### config.mk
export PLATFORM = sky130hd
export DESIGN_NAME = char_lcd_nibble_sequencer_core
export DESIGN_NICKNAME = d
export VERILOG_FILES = /design/src/sv/cln_pkg.sv /design/src/sv/cln_dpath.sv /design/src/sv/cln_ctrl.sv /design/src/sv/char_lcd_nibble_sequencer_core.sv
export SDC_FILE = /design/constraint.sdc
export NUM_CORES = 1
export LEC_CHECK = 0
export BUFFER_PORTS_ARGS = -buffer_cell sky130_fd_sc_hd__buf_2
export CAP_MARGIN = 40
export CORE_MARGIN = 2
export CORE_UTILIZATION = 60
export CTS_BUF_LIST = sky130_fd_sc_hd__clkbuf_4 sky130_fd_sc_hd__clkbuf_8 sky130_fd_sc_hd__clkbuf_16
export DETAILED_ROUTE_END_ITERATION = 6
export GPL_ROUTABILITY_DRIVEN = 1
export GPL_TIMING_DRIVEN = 0
export HOLD_SLACK_MARGIN = 0.1
export PLACE_DENSITY = 0.82
export SYNTH_ARGS = -nofsm -noshare
export SYNTH_HDL_FRONTEND = slang
export SYNTH_SLANG_ARGS = --single-unit
### constraint.sdc
create_clock -name clk -period 14.2 [get_ports clk]
set_clock_uncertainty 0.05 [all_clocks]
set_input_delay 1.42 -clock clk [delete_from_list [all_inputs] [get_ports clk]]
set_output_delay 1.42 -clock clk [all_outputs]
set_load 0.1 [all_outputs]
### src/sv/cln_pkg.sv
`timescale 1ns / 1ps
`default_nettype none
// ---------------------------------------------------------------------------
// cln_pkg: shared types and constants of the character LCD nibble sequencer
// Request codes, power-up tables, the controller-to-datapath command and
// status structures, and the reciprocal used for the decimal digit split.
// ---------------------------------------------------------------------------
package cln_pkg;

  localparam int MAX_DIGITS_DEFAULT = 10;

  // Request codes.
  localparam logic [2:0] FUNC_INIT   = 3'd0;
  localparam logic [2:0] FUNC_CMD    = 3'd1;
  localparam logic [2:0] FUNC_DATA   = 3'd2;
  localparam logic [2:0] FUNC_CURSOR = 3'd3;
  localparam logic [2:0] FUNC_PRINT  = 3'd4;

  // Row base addresses of a 20x4 display.
  localparam logic [7:0] ROW1_BASE = 8'h80;
  localparam logic [7:0] ROW2_BASE = 8'hC0;
  localparam logic [7:0] ROW3_BASE = 8'h94;
  localparam logic [7:0] ROW4_BASE = 8'hD4;

  // Waits in milliseconds.
  localparam logic [4:0] POWER_UP_WAIT_MS = 5'd20;
  localparam logic [2:0] CMD_WAIT_MS      = 3'd2;
  localparam logic [2:0] DATA_WAIT_MS     = 3'd1;

  localparam logic [3:0] ASCII_DIGIT_HI = 4'h3;

  // ceil(2^35 / 10): floor(n * RECIP_DIV10 / 2^35) equals n / 10 for all
  // 32-bit n.
  localparam logic [31:0] RECIP_DIV10 = 32'hCCCC_CCCD;
  localparam int          RECIP_SHIFT = 35;

  typedef struct packed {
    logic load;           // latch a new request
    logic idx_clr;
    logic idx_inc;
    logic emit_init_nib;  // one of the four power-up nibbles
    logic load_init_byte; // fetch an init command byte
    logic emit_hi;
    logic emit_lo;
    logic last;           // qualifies emit_lo
    logic mul;            // reciprocal product of the remaining number
    logic fix;            // store one digit, keep the quotient
    logic load_digit;     // fetch the next digit to print
  } cln_cmd_t;

  typedef struct packed {
    logic idx_zero;
    logic idx_three;
    logic div_done;
  } cln_stat_t;

  function automatic logic [3:0] init_nib(input logic [1:0] idx);
    logic [3:0] val;
    unique case (idx)
      2'd3:    val = 4'h2;
      default: val = 4'h3;
    endcase
    return val;
  endfunction

  function automatic logic [2:0] init_nib_wait(input logic [1:0] idx);
    logic [2:0] val;
    unique case (idx)
      2'd0:    val = 3'd5;
      default: val = 3'd1;
    endcase
    return val;
  endfunction

  function automatic logic [7:0] init_byte(input logic [1:0] idx);
    logic [7:0] val;
    unique case (idx)
      2'd0:    val = 8'h28; // function set: 4-bit bus, two lines
      2'd1:    val = 8'h0C; // display on, cursor off
      2'd2:    val = 8'h06; // entry mode: increment
      default: val = 8'h01; // clear display
    endcase
    return val;
  endfunction

  function automatic logic [2:0] init_byte_wait(input logic [1:0] idx);
    logic [2:0] val;
    unique case (idx)
      2'd3:    val = 3'd4;
      default: val = 3'd2;
    endcase
    return val;
  endfunction

endpackage
`default_nettype wire

### src/sv/cln_dpath.sv
`timescale 1ns / 1ps
`default_nettype none
// ---------------------------------------------------------------------------
// cln_dpath: datapath of the nibble sequencer
// Holds the request, the sequence index, the digit store and the result
// registers; splits numbers into decimal digits with a reciprocal multiply and a remainder step per digit.
// ---------------------------------------------------------------------------
module cln_dpath #(
  parameter int MAX_DIGITS = cln_pkg::MAX_DIGITS_DEFAULT
) (
  input  wire                  clk,
  input  wire                  rst,
  input  cln_pkg::cln_cmd_t    cmd,
  output cln_pkg::cln_stat_t   stat,
  input  wire  [2:0]           func,
  input  wire  [7:0]           byte_value,
  input  wire  [2:0]           row,
  input  wire  [4:0]           column,
  input  wire  [31:0]          number,
  output logic                 strobe,
  output logic                 reg_select,
  output logic [3:0]           nibble,
  output logic [4:0]           wait_before_ms,
  output logic [2:0]           wait_after_ms,
  output logic                 last
);

  localparam int IDX_BITS = $clog2(MAX_DIGITS + 1);
  localparam int IDX_W    = (IDX_BITS < 2) ? 2 : IDX_BITS;
  localparam int DIG_AW   = (MAX_DIGITS > 1) ? $clog2(MAX_DIGITS) : 1;

  logic             rs;
  logic [7:0]       cur_byte;
  logic [2:0]       lo_wait;
  logic [31:0]      num;
  logic [63:0]      prod;
  logic [IDX_W-1:0] idx;
  logic [3:0]       digits [MAX_DIGITS];

  logic [7:0]       row_base;
  logic [7:0]       cursor_addr;
  logic [28:0]      quot;
  logic [31:0]      quot_x10;
  logic [31:0]      rem;
  logic [IDX_W-1:0] idx_prev;

  always_comb begin
    unique case (row)
      3'd1:    row_base = cln_pkg::ROW1_BASE;
      3'd2:    row_base = cln_pkg::ROW2_BASE;
      3'd3:    row_base = cln_pkg::ROW3_BASE;
      default: row_base = cln_pkg::ROW4_BASE;
    endcase
  end

  assign cursor_addr = row_base + {3'b000, column} - 8'd1;
  assign quot        = prod[63:cln_pkg::RECIP_SHIFT];
  assign quot_x10    = {quot, 3'b000} + {2'b00, quot, 1'b0};
  assign rem         = num - quot_x10;
  assign idx_prev    = idx - IDX_W'(1);

  assign stat.idx_zero  = (idx == '0);
  assign stat.idx_three = (idx == IDX_W'(3));
  assign stat.div_done  = (quot == '0) || (idx == IDX_W'(MAX_DIGITS - 1));

  // Request registers.
  always_ff @(posedge clk) begin
    if (cmd.load) begin
      rs       <= (func == cln_pkg::FUNC_DATA) || (func == cln_pkg::FUNC_PRINT);
      lo_wait  <= ((func == cln_pkg::FUNC_DATA) || (func == cln_pkg::FUNC_PRINT)) ?
                  cln_pkg::DATA_WAIT_MS : cln_pkg::CMD_WAIT_MS;
      cur_byte <= (func == cln_pkg::FUNC_CURSOR) ? cursor_addr : byte_value;
      num      <= number;
    end else if (cmd.load_init_byte) begin
      cur_byte <= cln_pkg::init_byte(idx[1:0]);
      lo_wait  <= cln_pkg::init_byte_wait(idx[1:0]);
    end else if (cmd.load_digit) begin
      cur_byte <= {cln_pkg::ASCII_DIGIT_HI, digits[idx_prev[DIG_AW-1:0]]};
    end else if (cmd.fix) begin
      num <= {3'b000, quot};
    end
    if (cmd.mul) begin
      prod <= 64'(num) * 64'(cln_pkg::RECIP_DIV10);
    end
    if (cmd.fix) begin
      digits[idx[DIG_AW-1:0]] <= rem[3:0];
    end
  end

  // Sequence index: init step, digit count, then digit read pointer.
  always_ff @(posedge clk) begin
    if (rst) begin
      idx <= '0;
    end else if (cmd.idx_clr) begin
      idx <= '0;
    end else if (cmd.idx_inc || cmd.fix) begin
      idx <= idx + IDX_W'(1);
    end else if (cmd.load_digit) begin
      idx <= idx_prev;
    end
  end

  // Result registers.
  always_ff @(posedge clk) begin
    if (rst) begin
      strobe <= 1'b0;
    end else begin
      strobe <= cmd.emit_init_nib || cmd.emit_hi || cmd.emit_lo;
    end
  end

  always_ff @(posedge clk) begin
    if (cmd.emit_init_nib) begin
      reg_select     <= 1'b0;
      nibble         <= cln_pkg::init_nib(idx[1:0]);
      wait_before_ms <= (idx == '0) ? cln_pkg::POWER_UP_WAIT_MS : 5'd0;
      wait_after_ms  <= cln_pkg::init_nib_wait(idx[1:0]);
      last           <= 1'b0;
    end else if (cmd.emit_hi) begin
      reg_select     <= rs;
      nibble         <= cur_byte[7:4];
      wait_before_ms <= 5'd0;
      wait_after_ms  <= 3'd0;
      last           <= 1'b0;
    end else if (cmd.emit_lo) begin
      reg_select     <= rs;
      nibble         <= cur_byte[3:0];
      wait_before_ms <= 5'd0;
      wait_after_ms  <= lo_wait;
      last           <= cmd.last;
    end
  end

endmodule
`default_nettype wire

### src/sv/cln_ctrl.sv
`timescale 1ns / 1ps
`default_nettype none
// ---------------------------------------------------------------------------
// cln_ctrl: controller of the nibble sequencer
// Steps through the transfers of one request and commands the datapath.
// ---------------------------------------------------------------------------
module cln_ctrl (
  input  wire                 clk,
  input  wire                 rst,
  input  wire                 start,
  input  wire  [2:0]          func,
  input  cln_pkg::cln_stat_t  stat,
  output cln_pkg::cln_cmd_t   cmd,
  output logic                busy
);

  localparam logic [2:0] S_IDLE    = 3'd0;
  localparam logic [2:0] S_INIT    = 3'd1;
  localparam logic [2:0] S_INIT_LD = 3'd2;
  localparam logic [2:0] S_HI      = 3'd3;
  localparam logic [2:0] S_LO      = 3'd4;
  localparam logic [2:0] S_MUL     = 3'd5;
  localparam logic [2:0] S_FIX     = 3'd6;
  localparam logic [2:0] S_DIG_LD  = 3'd7;

  localparam logic [1:0] MODE_SINGLE = 2'd0;
  localparam logic [1:0] MODE_INIT   = 2'd1;
  localparam logic [1:0] MODE_PRINT  = 2'd2;

  logic [2:0] state, state_next;
  logic [1:0] mode, mode_next;

  assign busy = (state != S_IDLE);

  always_comb begin
    state_next = state;
    mode_next  = mode;
    cmd        = '0;
    unique case (state)
      S_IDLE: begin
        if (start) begin
          cmd.load    = 1'b1;
          cmd.idx_clr = 1'b1;
          unique case (func) inside
            cln_pkg::FUNC_INIT: begin
              mode_next  = MODE_INIT;
              state_next = S_INIT;
            end
            cln_pkg::FUNC_CMD, cln_pkg::FUNC_DATA, cln_pkg::FUNC_CURSOR: begin
              mode_next  = MODE_SINGLE;
              state_next = S_HI;
            end
            cln_pkg::FUNC_PRINT: begin
              mode_next  = MODE_PRINT;
              state_next = S_MUL;
            end
            default: state_next = S_IDLE;
          endcase
        end
      end
      S_INIT: begin
        cmd.emit_init_nib = 1'b1;
        if (stat.idx_three) begin
          cmd.idx_clr = 1'b1;
          state_next  = S_INIT_LD;
        end else begin
          cmd.idx_inc = 1'b1;
        end
      end
      S_INIT_LD: begin
        cmd.load_init_byte = 1'b1;
        state_next         = S_HI;
      end
      S_HI: begin
        cmd.emit_hi = 1'b1;
        state_next  = S_LO;
      end
      S_LO: begin
        cmd.emit_lo = 1'b1;
        unique case (mode)
          MODE_INIT: begin
            if (stat.idx_three) begin
              cmd.last   = 1'b1;
              state_next = S_IDLE;
            end else begin
              cmd.idx_inc = 1'b1;
              state_next  = S_INIT_LD;
            end
          end
          MODE_PRINT: begin
            if (stat.idx_zero) begin
              cmd.last   = 1'b1;
              state_next = S_IDLE;
            end else begin
              state_next = S_DIG_LD;
            end
          end
          default: begin
            cmd.last   = 1'b1;
            state_next = S_IDLE;
          end
        endcase
      end
      S_MUL: begin
        cmd.mul    = 1'b1;
        state_next = S_FIX;
      end
      S_FIX: begin
        cmd.fix    = 1'b1;
        state_next = stat.div_done ? S_DIG_LD : S_MUL;
      end
      S_DIG_LD: begin
        cmd.load_digit = 1'b1;
        state_next     = S_HI;
      end
      default: state_next = S_IDLE;
    endcase
  end

  always_ff @(posedge clk) begin
    if (rst) begin
      state <= S_IDLE;
      mode  <= MODE_SINGLE;
    end else begin
      state <= state_next;
      mode  <= mode_next;
    end
  end

endmodule
`default_nettype wire

### src/sv/char_lcd_nibble_sequencer_core.sv
`timescale 1ns / 1ps
`default_nettype none
// ---------------------------------------------------------------------------
// char_lcd_nibble_sequencer_core: HD44780 4-bit transfer sequencer
// Turns init, command, data, set-cursor and print-number requests into the
// nibble transfers of a 20x4 character display.
// ---------------------------------------------------------------------------
// A request transaction is taken on a clock edge where start is high and busy
// is low; busy then stays high until the request's last transfer has been
// issued. Each transfer appears on the result ports for exactly one cycle,
// flagged by strobe, and cannot be held off, so the receiver must take it on
// that cycle (typically into a FIFO in front of the slow enable-pulse timer).
// Transfers of one request come at most one per cycle. A command, data or
// set-cursor request issues its byte as two nibbles; init issues four
// power-up nibbles, then one fetch and two nibbles per command byte. Print
// number splits the number into decimal digits, each by a reciprocal
// multiply and a remainder step, then issues the digits most significant
// first, each as a fetch and two nibbles, up to MAX_DIGITS digits. The
// last transfer of a request carries last; a new request may be taken in
// the cycle where that transfer is shown. Function codes 5 to 7 are taken
// and give no transfers. Rows other than 1 to 3 address row 4, and the
// cursor address wraps modulo 256.
// ---------------------------------------------------------------------------
module char_lcd_nibble_sequencer_core #(
  parameter int MAX_DIGITS = cln_pkg::MAX_DIGITS_DEFAULT
) (
  input  wire         clk,
  input  wire         rst,
  input  wire         start,
  output logic        busy,
  input  wire  [2:0]  func,
  input  wire  [7:0]  byte_value,
  input  wire  [2:0]  row,
  input  wire  [4:0]  column,
  input  wire  [31:0] number,
  output logic        strobe,
  output logic        reg_select,
  output logic [3:0]  nibble,
  output logic [4:0]  wait_before_ms,
  output logic [2:0]  wait_after_ms,
  output logic        last
);

  cln_pkg::cln_cmd_t  cmd;
  cln_pkg::cln_stat_t stat;

  cln_ctrl u_ctrl (
    .clk   (clk),
    .rst   (rst),
    .start (start),
    .func  (func),
    .stat  (stat),
    .cmd   (cmd),
    .busy  (busy)
  );

  cln_dpath #(
    .MAX_DIGITS (MAX_DIGITS)
  ) u_dpath (
    .clk            (clk),
    .rst            (rst),
    .cmd            (cmd),
    .stat           (stat),
    .func           (func),
    .byte_value     (byte_value),
    .row            (row),
    .column         (column),
    .number         (number),
    .strobe         (strobe),
    .reg_select     (reg_select),
    .nibble         (nibble),
    .wait_before_ms (wait_before_ms),
    .wait_after_ms  (wait_after_ms),
    .last           (last)
  );

  // A valid request always produces work on the following cycle.
  a_start_busy: assert property (@(posedge clk) disable iff (rst)
    (start && !busy && func <= cln_pkg::FUNC_PRINT) |=> busy)
    else $error("valid request did not make the sequencer busy");

  // Every transfer stems from a busy cycle.
  a_strobe_from_busy: assert property (@(posedge clk) disable iff (rst)
    strobe |-> $past(busy))
    else $error("transfer issued while idle");

  // The final transfer frees the sequencer.
  a_last_frees: assert property (@(posedge clk) disable iff (rst)
    (strobe && last) |-> !busy)
    else $error("sequencer still busy after the final transfer");

  // Only the first power-up nibble carries a wait before its pulse.
  a_wait_before: assert property (@(posedge clk) disable iff (rst)
    (strobe && wait_before_ms != 5'd0) |-> (nibble == 4'h3 && !reg_select && !last))
    else $error("unexpected wait before a transfer");

endmodule
`default_nettype wire

==> impl_metrics.csv, run 1 <==
group,metric,value,unit
floorplanning,total_die_area,39600,µm²
yosys,synthArstFlopShare,0,
cells_and_area,fillers,2961,
setup_path,cp.arrival,8590,ps
yosys,synth-edff-count,121,
cells_and_area,layout.area.seq,3870,µm²
global_routing,grt_resource_usage_total,0.339,
drt,wire_per_inst,22.3,µm
global_routing,grt_start_max_net_pins,21,
place,dpl.hpwl,54400,µm
yosys,syn_area,22800,µm²
setup_path,start_kind,"register",
cts,cts_buffer_depth,2,
setup_path,critical_path.endpoint_type,"register",
global_routing,grt_remaining_overflow,0,
min_path,min-delay-path-class,"register to register",
cells_and_area,n_antenna_cell,0,
yosys,number_of_register_bits_inferred_by_synthesis,133,
cts,clkSinkCount,133,
cells_and_area,multi_input_gate_area_in_the_final_layout,16600,µm²
cts,worst_skew_pair.late_latency,420,ps
cts,cts_tree,"built",
yosys,sequential_fraction_of_the_synthesis_area,0.170,
cells_and_area,post-route-util,0.651,
floorplanning,boundaryPins,70,
yosys,yosys_warnings,0,
cts,cts_htree_levels,4,
cts,cts_root_buffer,"sky130_fd_sc_hd__clkbuf_16",
sta,maxSlewViolCount,0,
status,status,"completed",
setup_path,critical_path.max_fanout,9,
cells_and_area,layout_cell_share_with_drive_strength_beyond_1,0.0601,
global_routing,antenna_found_initial,0,
cells_and_area,design.final.nets,3088,
global_routing,first_pass_grt_wire_length,98400,µm
yosys,synth_cell_type_count,73,
cells_and_area,final_cell_mix,"sky130_fd_sc_hd__inv_1 (564), sky130_fd_sc_hd__fa_1 (388), sky130_fd_sc_hd__ha_1 (363), sky130_fd_sc_hd__nand2_1 (158), sky130_fd_sc_hd__edfxtp_1 (121)",
sta,min_period_over_period,0.598,
drt,routed_wl,62600,µm
cells_and_area,layout_commonest_cell,"sky130_fd_sc_hd__inv_1",
cts,cts_post_setup_buffers_inserted,0,
drt,vias,16000,
setup_path,critPathRequiredTime,14300,ps
drt,route.antenna.remaining_nets,0,
setup_path,timing_worst_setup_path_type,"register to register",
drt,drt_iter0_drc,1450,
floorplanning,dieHeight,199,µm
floorplanning,fp.coreArea,37600,µm²
drt,final_routed_drc_violation_total,0,
place,io_buffer_count,66,
floorplanning,rows,71,
global_routing,first_global_vias,17300,
cells_and_area,syn2layout_area_growth,7.23,%
cts,clkSlewWorstSetupHoldPaths,60,ps
cts,tritoncts.num_buffers,17,
sta,fmax,118,MHz
place,gp_congestion,1.07,
yosys,ys.flop_type,"sky130_fd_sc_hd__edfxtp_1",
cts,cts.hold.buffers_added,0,
floorplanning,die_x,199,µm
cts,post_cts_resize_count,0,
yosys,postSynthCellCount,2193,
sta,setup-violations-final,0,
sta,finalHoldViolCount,0,
yosys,synth.avg_cell_area,10.4,µm²
sta,worst_pin_slew,958,ps
sta,fin_crit,8490,ps
drt,drt_first_pass_iters,6,
sta,grt_setup_unrepaired,"no",
sta,timing.max_slew.rel_slack,0.356,
sta,tns,0,ps
job,max_cap_viol_count,0,
floorplanning,effective_utilization_at_floorplan,0.607,
drt,vias_per_cell,5.71,
[kinds of logic after synthesis]
family                   synth area share
AO/OA/AOI/OAI                      0.0713
XOR/XNOR                           0.0338
adder cells (fa/ha/maj)             0.540
buffers and inverters               0.102
flip-flops                          0.170
multiplexers                       0.0114
other                            0.000164
AND/OR/NAND/NOR                    0.0713
[through the flow]
stage,hold WS (ps),setup WS (ps),cells,cell area (µm²)
floorplan,445,7370,2195,22800
global placement,438,5750,2772,23800
detailed placement,458,5770,2775,23800
CTS,477,5740,2807,24500
global route,517,5480,2807,24500
finish,473,5710,2807,24500
[cell usage after synthesis, drive strengths merged (4+ instances only)]
master  number  area share
edfxtp     121        0.16
inv        565       0.093
nor4         7      0.0019
buf         17      0.0044
a21oi       89       0.020
clkbuf      29      0.0048
o21ai       40      0.0089
nor3        12      0.0029
fa         388        0.34
o211ai       8      0.0026
or2          5      0.0014
a211oi      11      0.0038
a21o        38       0.013
nand2b       9      0.0025
mux4         8      0.0079
nand4       17      0.0047
and3        13      0.0038
and2        16      0.0045
nand2      158       0.026
ha         363        0.20
a31oi        9      0.0025
a221oi       7      0.0035
or3          5      0.0014
o21a         7      0.0023
mux2i        8      0.0035
dfxtp       12       0.011
xnor2       43       0.017
o21bai       7      0.0023
nor2        52      0.0086
and4         4      0.0015
xor2        45       0.017
nand3       17      0.0037
nor2b       19      0.0052
[registers in the layout, indices dropped and copies added, names as in the netlist, 2 cells and up]
signal,count
u_dpath.nibble,4
u_dpath.lo_wait,3
u_dpath.idx,4
u_dpath.num,32
u_ctrl.mode,2
u_dpath.digits,40
u_dpath.wait_after_ms,3
u_dpath.cur_byte,8
u_ctrl.state,3
u_dpath.prod,29
[area by class of cell]
| type | instances | area share |
|---|---|---|
| buffer | 46 | 0.00860 |
| clock buffer | 17 | 0.0174 |
| clock inverter | 15 | 0.00788 |
| inverter | 566 | 0.0869 |
| multi-input combinational | 1450 | 0.679 |
| sequential | 133 | 0.158 |
| tap | 511 | 0.0261 |
| timing repair buffer | 69 | 0.0156 |
[layer usage]
layer,share of wire,track usage
met5,0,0
met4,0.047,0.138
met2,0.48,0.565
met1,0.40,0.446
met3,0.074,0.0527
[worst max-delay path, cell delays in order (launching register included)]
cell and delay (ps):
sky130_fd_sc_hd__edfxtp_1 640, sky130_fd_sc_hd__ha_1 450, sky130_fd_sc_hd__clkbuf_1 570, sky130_fd_sc_hd__xnor2_1 330, sky130_fd_sc_hd__inv_1 230, sky130_fd_sc_hd__ha_1 230
sky130_fd_sc_hd__or2_2 310, sky130_fd_sc_hd__fa_1 420, sky130_fd_sc_hd__fa_1 460, sky130_fd_sc_hd__fa_1 610, sky130_fd_sc_hd__fa_1 450, sky130_fd_sc_hd__fa_1 460
sky130_fd_sc_hd__ha_1 290, sky130_fd_sc_hd__ha_1 260, sky130_fd_sc_hd__clkbuf_1 220, sky130_fd_sc_hd__a21o_1 290, sky130_fd_sc_hd__a21o_1 190, sky130_fd_sc_hd__a21oi_1 270
sky130_fd_sc_hd__nand2_1 90, sky130_fd_sc_hd__nand4b_1 330, sky130_fd_sc_hd__and2_1 290, sky130_fd_sc_hd__a221oi_2 410, sky130_fd_sc_hd__o41a_1 240, sky130_fd_sc_hd__xnor2_1 100
[final timing paths]
check,startpoint,end,slack (ps),cells after the start
worst max-delay path,u_dpath.num[7],u_dpath.prod[61],5710,23
worst min register to register,u_dpath.lo_wait[0],u_dpath.wait_after_ms[0],470,1
worst max register to register,u_dpath.num[7],u_dpath.prod[61],5710,23
worst min-delay path,u_dpath.lo_wait[0],u_dpath.wait_after_ms[0],470,1
Power of run 1 is not shown: default switching activity piles up to over one toggle a cycle in this logic, so the estimate is an artifact.
==> run 2, diff against run 1 <==
Settings changed: ABC_AREA set to 1.
Clock period 14.2 ns to 8.4 ns, I/O delays scaled along.
==> run 2 against run 1 <==
Effect of this change:
- register-to-register slack lost 5000 ps
- global-route usage is 3.6 points higher
- first-iteration DRC count rose by 34%
- worst hold slack worse by 15 ps
- non-clock buffer count down 20
- critical path depth down 1
- design area rose by 8.7%
- sequential share of layout area shrank 1.3 points
- largest cell class unchanged
==> impl_metrics.csv, run 2 <==
group,metric,value,unit
cts,post_cts_resize_count,0,
cells_and_area,layout_commonest_cell,"sky130_fd_sc_hd__inv_1",
cts,worst_skew_pair.late_latency,440,ps
floorplanning,die_x,208,µm
sta,worst_pin_slew,893,ps
global_routing,grt_start_max_net_pins,33,
cells_and_area,largest_register_ffs,40,
yosys,netlist.area_leader.share,0.312,
yosys,yosys.area.top_type,"sky130_fd_sc_hd__fa_1",
yosys,post-synth-top-count-cell,"sky130_fd_sc_hd__inv_1",
setup_path,timing_worst_setup_path_type,"register to register",
place,gp_congestion,1.02,
yosys,synth_cell_type_count,48,
setup_path,critical_path.max_fanout,7,
sta,grt_setup_unrepaired,"no",
yosys,yosys_warnings,0,
cts,clkSinkCount,133,
place,io_buffer_count,66,
yosys,synthArstFlopShare,0,
global_routing,antenna_found_initial,0,
yosys,sequential_fraction_of_the_synthesis_area,0.156,
sta,setup-violations-final,0,
setup_path,start_kind,"register",
status,status,"completed",
yosys,commonest_cells_in_the_netlist,"sky130_fd_sc_hd__inv_1 (806), sky130_fd_sc_hd__nand2_1 (540), sky130_fd_sc_hd__fa_1 (388)",
yosys,post_synth_main_area_contributors,"sky130_fd_sc_hd__fa_1 (31%), sky130_fd_sc_hd__ha_1 (18%), sky130_fd_sc_hd__edfxtp_1 (15%)",
cells_and_area,design.final.nets,3789,
global_routing,grt_resource_usage_total,0.376,
cts,cts_htree_levels,4,
sta,finalHoldViolCount,0,
cts,cts_tree,"built",
setup_path,worstRegToRegCells,22,
setup_path,critPathRequiredTime,8540,ps
floorplanning,effective_utilization_at_floorplan,0.608,
floorplanning,total_die_area,43100,µm²
sta,fmax,130,MHz
yosys,synth.avg_cell_area,8.61,µm²
yosys,synth-edff-count,121,
cells_and_area,final_cell_mix,"sky130_fd_sc_hd__inv_1 (806), sky130_fd_sc_hd__nand2_1 (539), sky130_fd_sc_hd__fa_1 (388), sky130_fd_sc_hd__ha_1 (363), sky130_fd_sc_hd__nor2_1 (162)",
floorplanning,boundaryPins,70,
sta,timing.max_slew.rel_slack,0.403,
yosys,postSynthCellCount,2891,
drt,final_routed_drc_violation_total,0,
sta,min_period_over_period,0.919,
floorplanning,fp.coreArea,40900,µm²
cts,cts.hold.buffers_added,0,
yosys,syn_area,24900,µm²
floorplanning,rows,74,
drt,routed_wl,77900,µm
job,max_cap_viol_count,0,
cts,clkSlewWorstSetupHoldPaths,60,ps
cts,tritoncts.num_buffers,17,
setup_path,cp.arrival,7860,ps
drt,drt_iter0_drc,1943,
setup_path,critical_path.endpoint_type,"register",
sta,fin_crit,7720,ps
cells_and_area,layout_cell_share_with_drive_strength_beyond_1,0.0611,
cells_and_area,fillers,3472,
drt,vias_per_cell,5.49,
global_routing,first_global_vias,20500,
cells_and_area,n_antenna_cell,0,
cts,cts_post_setup_buffers_inserted,0,
floorplanning,dieHeight,208,µm
drt,wire_per_inst,22.1,µm
sta,tns,0,ps
min_path,holdPathStages,2,
yosys,ys.flop_type,"sky130_fd_sc_hd__edfxtp_1",
sta,maxSlewViolCount,0,
sta,hold_slack,458,ps
global_routing,grt_remaining_overflow,0,
drt,route.antenna.remaining_nets,0,
cells_and_area,syn2layout_area_growth,6.72,%
cts,cts_root_buffer,"sky130_fd_sc_hd__clkbuf_16",
drt,vias,19400,
yosys,number_of_register_bits_inferred_by_synthesis,133,
global_routing,first_pass_grt_wire_length,120000,µm
cts,cts_buffer_depth,2,
place,dpl.hpwl,68900,µm
min_path,min-delay-path-class,"register to register",
drt,drt_first_pass_iters,5,
==> run 2: cell count changes after synthesis, moves of 19 or more <==
cell | before | now
sky130_fd_sc_hd__inv_1 | 564 | 806
sky130_fd_sc_hd__o21ai_0 | 32 | 81
sky130_fd_sc_hd__nor2_1 | 52 | 162
sky130_fd_sc_hd__a21o_1 | 38 | 12
sky130_fd_sc_hd__xnor2_1 | 43 | 16
sky130_fd_sc_hd__nor2b_1 | 19 | 0
sky130_fd_sc_hd__nand3_1 | 17 | 69
sky130_fd_sc_hd__nand2_1 | 158 | 540
sky130_fd_sc_hd__clkbuf_1 | 28 | 8
==> run 2: final timing paths <==
path                                           end  slack [ps]               start
worst max-delay path              u_dpath.prod[57]         680      u_dpath.num[8]
worst min-delay path            u_dpath.reg_select         460  u_dpath.reg_select
worst max register to register    u_dpath.prod[57]         680      u_dpath.num[8]
worst min register to register  u_dpath.reg_select         460  u_dpath.reg_select
==> run 2: stage by stage <==
stage                     instances  cell area, µm²  worst slack, ps  utilization
after floorplan                2893           24900             2350            -
after global placement         3491           25900              722        0.633
after detailed placement       3497           26000              782        0.634
after CTS                      3529           26600              745        0.649
after global routing           3529           26600              565        0.649
final                          3529           26600              682        0.649
==> run 2: final cells by class <==
cell class	count	area [µm²]	area share
Sequential cell	133	3870	0.146
Tap cell	532	666	0.0250
Timing Repair Buffer	72	379	0.0143
Clock buffer	19	440	0.0166
Buffer	23	138	0.00518
Multi-Input combinational cell	1917	17800	0.671
Clock inverter	13	173	0.00650
Inverter	820	3080	0.116
==> run 2: cell families after synthesis <==
family | share of synthesized area
AO/OA/AOI/OAI | 0.0557
AND/OR/NAND/NOR | 0.146
flip-flops | 0.156
other | 0.000151
XOR/XNOR | 0.0193
adder cells (fa/ha/maj) | 0.494
buffers and inverters | 0.129
==> run 2: critical path, cell delays in order, from the launching register on <==
cell	delay, ps
sky130_fd_sc_hd__edfxtp_1	620
sky130_fd_sc_hd__ha_1	410
sky130_fd_sc_hd__clkbuf_1	290
sky130_fd_sc_hd__xnor2_1	740
sky130_fd_sc_hd__o22ai_1	470
sky130_fd_sc_hd__fa_1	640
sky130_fd_sc_hd__inv_1	50
sky130_fd_sc_hd__fa_1	480
sky130_fd_sc_hd__fa_1	540
sky130_fd_sc_hd__inv_1	50
sky130_fd_sc_hd__fa_1	460
sky130_fd_sc_hd__fa_1	580
sky130_fd_sc_hd__fa_1	480
sky130_fd_sc_hd__ha_1	340
sky130_fd_sc_hd__nand2_1	120
sky130_fd_sc_hd__nor2_1	250
sky130_fd_sc_hd__nand2_1	140
sky130_fd_sc_hd__nor2_1	110
sky130_fd_sc_hd__nand2_1	60
sky130_fd_sc_hd__nand3_1	170
sky130_fd_sc_hd__nand2_1	190
sky130_fd_sc_hd__nand3_1	140
sky130_fd_sc_hd__nand2_1	70
==> run 2: metal layers <==
metal  GRT usage  share of wire  vias up
met1       0.484           0.40     9413
met3      0.0643          0.079      171
li1            -              -     8962
met5           0              0        -
met2       0.626           0.47      837
met4       0.166          0.055        0
Power of run 2 is left out for the same reason.
